[src/design/time_zone_transition_lookup_core_macros.svh]
// ----------------------------------------------------------------------------
// Assertion macros for the time zone transition lookup core
// Implication macros used by the concurrent checks of the top level.
// ----------------------------------------------------------------------------
`ifndef TIME_ZONE_TRANSITION_LOOKUP_CORE_MACROS_SVH
`define TIME_ZONE_TRANSITION_LOOKUP_CORE_MACROS_SVH
`ifndef SYNTHESIS
// Same-cycle implication.
`define TZTL_ASSERT_IMP(lbl, clk, rst_n, ante, cons, msg) \
    lbl: assert property (@(posedge clk) disable iff (!rst_n) (ante) |-> (cons)) \
        else $error(msg);
// Next-cycle implication.
`define TZTL_ASSERT_NXT(lbl, clk, rst_n, ante, cons, msg) \
    lbl: assert property (@(posedge clk) disable iff (!rst_n) (ante) |=> (cons)) \
        else $error(msg);
`else
`define TZTL_ASSERT_IMP(lbl, clk, rst_n, ante, cons, msg)
`define TZTL_ASSERT_NXT(lbl, clk, rst_n, ante, cons, msg)
`endif
`endif

[src/design/tztl_pkg.sv]
// ----------------------------------------------------------------------------
// Time zone transition lookup package
// Field widths, command and status codes, and the shared unit's types.
// ----------------------------------------------------------------------------
package tztl_pkg;

    localparam int TIME_W     = 41;
    localparam int UTC_W      = 32;
    localparam int KEY_W      = 33;
    localparam int OFFS_W     = 32;
    localparam int IDX_W      = 8;
    localparam int ALU_W      = 42;
    localparam int TIDX_CMP_W = 9;

    localparam int DEF_MAX_TRANSITIONS = 256;
    localparam int DEF_MAX_TYPES       = 256;

    localparam logic signed [UTC_W-1:0] UTC_MAX = 32'sh7FFF_FFFF;
    localparam logic signed [UTC_W-1:0] UTC_MIN = 32'sh8000_0000;

    typedef enum logic [1:0] {
        CMD_CLEAR  = 2'd0,
        CMD_TYPE   = 2'd1,
        CMD_TRANS  = 2'd2,
        CMD_QUERY  = 2'd3
    } t_cmd;

    typedef enum logic [1:0] {
        ST_OK       = 2'd0,
        ST_NO_TYPES = 2'd1,
        ST_FULL     = 2'd2,
        ST_BAD_TYPE = 2'd3
    } t_status;

    typedef enum logic {
        ALU_ADD = 1'b0,
        ALU_SUB = 1'b1
    } t_alu_op;

    typedef struct packed {
        t_alu_op                  op;
        logic signed [ALU_W-1:0]  a;
        logic signed [ALU_W-1:0]  b;
    } t_alu_req;

    typedef struct packed {
        logic signed [ALU_W-1:0]  res;
        logic                     lt;
        logic                     eq;
    } t_alu_rsp;

    typedef struct packed {
        logic signed [UTC_W-1:0]  utc;
        logic signed [KEY_W-1:0]  loc;
        logic [IDX_W-1:0]         typ;
    } t_trans_ent;

    typedef struct packed {
        logic signed [OFFS_W-1:0] offset;
        logic                     dst;
        logic [IDX_W-1:0]         abbrev;
    } t_type_ent;

endpackage

[src/design/tztl_alu.sv]
// ----------------------------------------------------------------------------
// Shared add/compare unit
// One wide signed adder that forms local keys on append and compares keys
// against the looked-up time during a search.
// ----------------------------------------------------------------------------
module tztl_alu import tztl_pkg::*; (
    input  t_alu_req i_req,
    output t_alu_rsp o_rsp
);

    logic signed [ALU_W-1:0] res;

    always_comb begin
        if (i_req.op == ALU_ADD) begin
            res = i_req.a + i_req.b;
        end else begin
            res = i_req.a - i_req.b;
        end
    end

    // Operands are sign-extended one bit wider than the widest operand, so the sign of the
    // difference never overflows.
    assign o_rsp.res = res;
    assign o_rsp.lt  = res[ALU_W-1];
    assign o_rsp.eq  = (res == '0);

endmodule

[config.mk]
export PLATFORM = sky130hd
export DESIGN_NAME = tztl_alu
export DESIGN_NICKNAME = d
export VERILOG_FILES = /design/src/design/time_zone_transition_lookup_core_macros.svh /design/src/design/tztl_pkg.sv /design/src/design/tztl_alu.sv
export SDC_FILE = /design/constraint.sdc
export NUM_CORES = 1
export LEC_CHECK = 0
export BUFFER_PORTS_ARGS = -buffer_cell sky130_fd_sc_hd__buf_4
export CAP_MARGIN = 5
export CELL_PAD_IN_SITES_DETAIL_PLACEMENT = 1
export CELL_PAD_IN_SITES_GLOBAL_PLACEMENT = 1
export CORE_ASPECT_RATIO = 0.6
export CORE_MARGIN = 2
export CORE_UTILIZATION = 32
export DETAILED_ROUTE_END_ITERATION = 6
export PLACE_DENSITY_LB_ADDON = 0.1
export SLEW_MARGIN = 10
export SYNTH_ARGS = -nofsm -noshare
export SYNTH_HDL_FRONTEND = slang
export SYNTH_SLANG_ARGS = --single-unit
[constraint.sdc]
create_clock -name vclk -period 5.84
set_input_delay 0.876 -clock vclk [all_inputs]
set_output_delay 0.876 -clock vclk [all_outputs]
set_load 0.01 [all_outputs]
==> impl_metrics.toml, run 1 <==
[outcome]
outcome = "finished with violations"
violations = "setup timing"

[synth]
synth_area_um2 = 3330
synth_xor_area_share_pct = 20.8
synthAdderAreaFrac_pct = 16.4
synthCells = 493
synth_top_area_share_pct = 15.8
synth_top_cell_by_area = "ha_1"
synth_compound_area_share_pct = 30.4
synth_top_cells_by_area = "ha_1 (16%), xnor2_1 (15%), a21oi_1 (8.4%)"
synth_mux_area_share_pct = 0.301
ys_warn_count = 0
synth_area_per_cell_um2 = 6.75
synth-simple-area-share_pct = 27.4
synth_top_family_by_area = "compound AO/OA/AOI/OAI gates"
synth_nets = 621
ys_types = 67
yosysSeqAreaShare_pct = 0

[timing]
finalCritPeriodShare_pct = 113
finalHoldViolCount = 0
max_freq_mhz = 152
setup_viol = 10
final_max_slew_viol_count = 0
worstMarginPinSlew_ns = 0.664
slew_headroom_pct = 55.4
rsz0062_at_grt = "true"
period_needed_ns = 6.58
worst_slack_ns = -0.741

[finish]
finalNonFillerCells = 934
antenna_cells = 0
seq_cell_count = 0
register_area_um2 = 0
syn_to_final_growth_pct = 93.2
final_layout_size_suffix_gt1_share_pct = 52.3
nets = 929
nClkBuffers = 0

[route]
vias = 5705
drt_first_pass_iters = 5
drtIter0Drc = 528
ant_nets = 0
wirelength_um = 23000
wl_per_cell_um = 24.7
vias_per_cell = 6.11
drcViolationCount = 0

[power]
switching_share_pct = 50.3
leakage_nw = 3.07
vdd_drop_max_v = 0.000111
p_switching_w = 0.000662
comb_power_share_pct = 100.0
clock_power_share_pct = 0
p_int_w = 0.000654
powerDensity_nw_per_um2 = 205
seqPwrFrac_pct = 0

[grt]
antenna_found_initial = 1
grt_usage_pct = 31.0
grt_max_degree = 22
grt_pass1_wl_um = 28200
grt_pass1_vias = 5315
grt_overflow = 0

[die]
rows = 28
die_w_um = 136
start_util_pct = 33.3
boundaryPins = 129
core_area_um2 = 9980
die_area_um2 = 11300
die_h_um = 83.0

[place]
port_buffers = 129
dp.cells = 909
gp_congestion = 1.00
place_ws_ns = -0.657
dpl.hpwl_um = 15200

[cts]
holdBufCountCts = 0

[critical_path]
worstSetupStartpoint = "i_req[2]"
endpoint = "o_rsp[0]"
path_max_fanout = 4
path_class = "in2out"
arrival_ns = 5.70
required_ns = 4.96
worstSetupEndpointType = "output port"
cp-start-kind = "primary input"

[min_path]
hp-class = "in2out"

[run]
cap_violations = 0
-- how the worst min path moves through the flow --
stage / from / endpoint / slack, ns / depth (start not counted)
2_1_floorplan: i_req[0] / o_rsp[2] / 1.92 / 2
3_3_place_gp: i_req[42] / o_rsp[2] / 2.19 / 5
3_5_place_dp: i_req[42] / o_rsp[2] / 2.21 / 5
4_1_cts: i_req[42] / o_rsp[2] / 2.21 / 5
5_1_grt: i_req[42] / o_rsp[2] / 2.24 / 5
6_report: i_req[42] / o_rsp[2] / 2.20 / 5
-- repair_timing --
action | CTS | global route
pin swaps | 19 | 39
resized for setup | 53 | 67
buffers inserted | 5 | 22
endpoints found under the setup margin | 11 | 12
-- power groups by stage --
| stage | registers, W | logic [W] | clock network, W |
|---|---|---|---|
| global placement | 0 | 0.00105 | 0 |
| floorplan | 0 | 0.000470 | 0 |
| global route | 0 | 0.00137 | 0 |
| finish | 0 | 0.00132 | 0 |
| detailed placement | 0 | 0.00109 | 0 |
| CTS | 0 | 0.00113 | 0 |
-- stage by stage --
stage	hold WS (ns)	power [W]	utilization, %	TNS, ns	instance area [um2]
after floorplan	1.92	0.000470	-	0	3330
final	2.20	0.00132	64.4	-2.96	6430
after global placement	2.19	0.00105	56.8	-1.06	5670
after CTS	2.21	0.00113	59.6	-0.365	5950
after detailed placement	2.21	0.00109	56.8	-2.69	5670
after global routing	2.24	0.00137	64.4	-4.33	6430
-- routing by layer --
metal	routed length, um	vias to the layer above	GRT usage, %
met3	2120	122	4.46
met2	10600	420	50.5
met5	13	-	0
li1	-	2434	-
met4	996	2	3.13
met1	9320	2727	44.5
-- layout make-up --
class | count | area (um2)
multi-input cells | 454 | 3690
inverters | 19 | 71.3
repair buffers | 326 | 2500
fillers | 1272 | 3550
well taps | 135 | 169
-- synthesized netlist by cell type (all sizes together), types with 2 or more instances --
cell type,instances
ha,42
clkbuf,16
a21o,21
a211oi,4
nand3,9
nand2b,2
a31oi,10
nand4bb,2
nand2,39
nor3b,2
o21ai,23
a21bo,2
and3,4
nor2b,8
or3,3
nor3,17
a311oi,2
o32ai,2
a31o,2
o31ai,3
nand4,7
o21bai,6
or2,2
inv,19
or4,7
nor2,48
nor4,13
o21a,6
a221oi,2
a21boi,4
xor2,21
and2,7
xnor2,58
and4,2
a21oi,57
buf,4
-- cell usage in the layout, fill, tap and decap left out, types with 7 or more instances in the layout --
master	n
o21ai_2	7
a21o_1	21
buf_6	14
nand4_1	7
a21oi_1	42
o21ai_0	11
nor2_2	8
xnor2_2	7
nor2b_1	8
xor2_1	21
nor2_1	39
nor3_1	13
nand3_1	9
buf_4	312
ha_1	34
nand2_1	36
inv_1	19
a21oi_2	13
xnor2_1	50
a31oi_1	8
-- kinds of logic after synthesis --
logic type | Yosys count
compound gates | 156
xor+xnor | 79
fa+ha+maj | 43
buf+inv | 39
mux | 1
simple gates | 175
-- critical path, cell delays in order --
cell and delay [ns]:
buf_6 0.09, or3_4 0.41, nor4_4 0.24, nand2_2 0.17, nor4_1 0.32, nor2_1 0.12
xnor2_1 0.17, ha_1 0.37, nand2_1 0.13, nor2_1 0.21, a21oi_1 0.12, a32oi_2 0.34
nand2_1 0.16, xnor2_1 0.18, or4_1 0.62, nor4_4 0.33, nand4b_1 0.26, nor4_2 0.25
and4b_1 0.21, buf_4 0.12
(Power assumes the default switching activity.)
==> run 2, diff against run 1 <==
==> constraint.sdc (replaced) <==
create_clock -name vclk -period 6.05
set_input_delay 0.9075 -clock vclk [all_inputs]
set_output_delay 0.9075 -clock vclk [all_outputs]
set_load 0.01 [all_outputs]
==> impl_metrics.toml, run 2 (synthesis results as in run 1) <==
[die]
core_area_um2 = 9980
start_util_pct = 33.3
rows = 28
boundaryPins = 129
die_w_um = 136
die_h_um = 83.0
die_area_um2 = 11300

[grt]
grt_overflow = 0
grt_pass1_wl_um = 27300
grt_usage_pct = 30.1
use_met1_pct = 47.5
grt_use_met3_pct = 3.85
met2_usage_pct = 44.7
grt_pass1_vias = 5050
antenna_found_initial = 1
gr-max-usage-layer = "met1"
grt_max_degree = 24

[power]
powerDensity_nw_per_um2 = 190
leakage_nw = 2.94
vdd_drop_max_v = 0.000111

[route]
vias = 5122
wl_per_cell_um = 21.2
drtIter0Drc = 445
drcViolationCount = 1
ant_nets = 0
vias_per_cell = 5.65
wirelength_um = 19200
drt_first_pass_iters = 7

[run]
cap_violations = 0

[timing]
finalHoldViolCount = 0
finalCritPeriodShare_pct = 107
rsz0062_at_grt = "true"
worst_slack_ns = -0.404
setup_viol = 3
slew_headroom_pct = 60.9
worstMarginPinSlew_ns = 0.571
final_max_slew_viol_count = 0
max_freq_mhz = 155
period_needed_ns = 6.45

[finish]
register_area_um2 = 0
nClkBuffers = 0
final_cell_mix = "buf_4 (290), xnor2_1 (54), a21oi_1 (44), nor2_1 (39), ha_1 (38)"
seq_cell_count = 0
layout_commonest_cell = "buf_4"
antenna_cells = 0
nets = 901
utilization_pct = 61.2
final_layout_size_suffix_gt1_share_pct = 48.6
syn_to_final_growth_pct = 83.6

[critical_path]
path_max_fanout = 5
worstSetupEndpointType = "output port"
path_class = "in2out"
cp-start-kind = "primary input"
arrival_ns = 5.55
required_ns = 5.14

[place]
port_buffers = 129
dpl.hpwl_um = 15000
gp_congestion = 1.06
place_ws_ns = -0.679

[outcome]
violations = "DRC, setup timing"
outcome = "finished with violations"

[min_path]
hp-class = "in2out"
==> run 2: worst paths after layout <==
path	startpoint	end	slack, ns	cells past startpoint
setup / recovery	i_req[6]	o_rsp[0]	-0.40	21
hold / removal	i_req[0]	o_rsp[2]	2.28	4
==> run 2: report_power, final <==
| group | leakage (nW) | switching [W] | internal [W] |
|---|---|---|---|
| registers | 0 | 0 | 0 |
| logic | 2.94 | 0.000579 | 0.000581 |
| clock network | 0 | 0 | 0 |
==> run 2: metal layers <==
metal,vias to the layer above,part of all wire [%]
met5,-,0
met4,0,0.84
li1,2357,-
met2,226,43
met3,24,8.4
met1,2515,47
==> run 2: timing repair <==
action,in CTS,in global routing
hold buffers,0,0
pin swaps,30,29
setup buffers,14,10
hold endpoints to repair,0,0
endpoints found under the setup margin,8,8
gates resized for setup,50,49
==> run 2: cell type report <==
class | count | area (um2)
tap | 135 | 169
inverter | 19 | 71.3
fill | 1289 | 3870
multi-input combinational | 454 | 3600
timing repair buffer | 298 | 2270
==> run 2: stage by stage <==
step	cells	hold slack, ns	total power, W	instance area (um2)	setup TNS, ns
4_1_cts	896	2.28	0.00106	5810	-0.307
2_1_floorplan	493	1.98	0.000454	3330	0
5_1_grt	906	2.30	0.00123	6110	-1.26
6_report	906	2.28	0.00116	6110	-0.486
3_3_place_gp	882	2.24	0.000980	5470	-1.07
3_5_place_dp	882	2.27	0.00101	5470	-2.04
==> run 2: critical path, stage by stage <==
cell and delay, ns:
buf_6 0.09, or3_4 0.40, nor4_4 0.27, and3_4 0.30
buf_4 0.12, a21oi_1 0.08, xnor2_1 0.14, ha_1 0.36
a21oi_2 0.26, a21boi_0 0.14, o21ai_1 0.30, a32oi_2 0.12
a311oi_2 0.26, buf_4 0.19, nor2_2 0.05, a211o_1 0.29
xor2_2 0.19, or4_4 0.53, nor4_2 0.22, and4b_1 0.23
buf_6 0.10
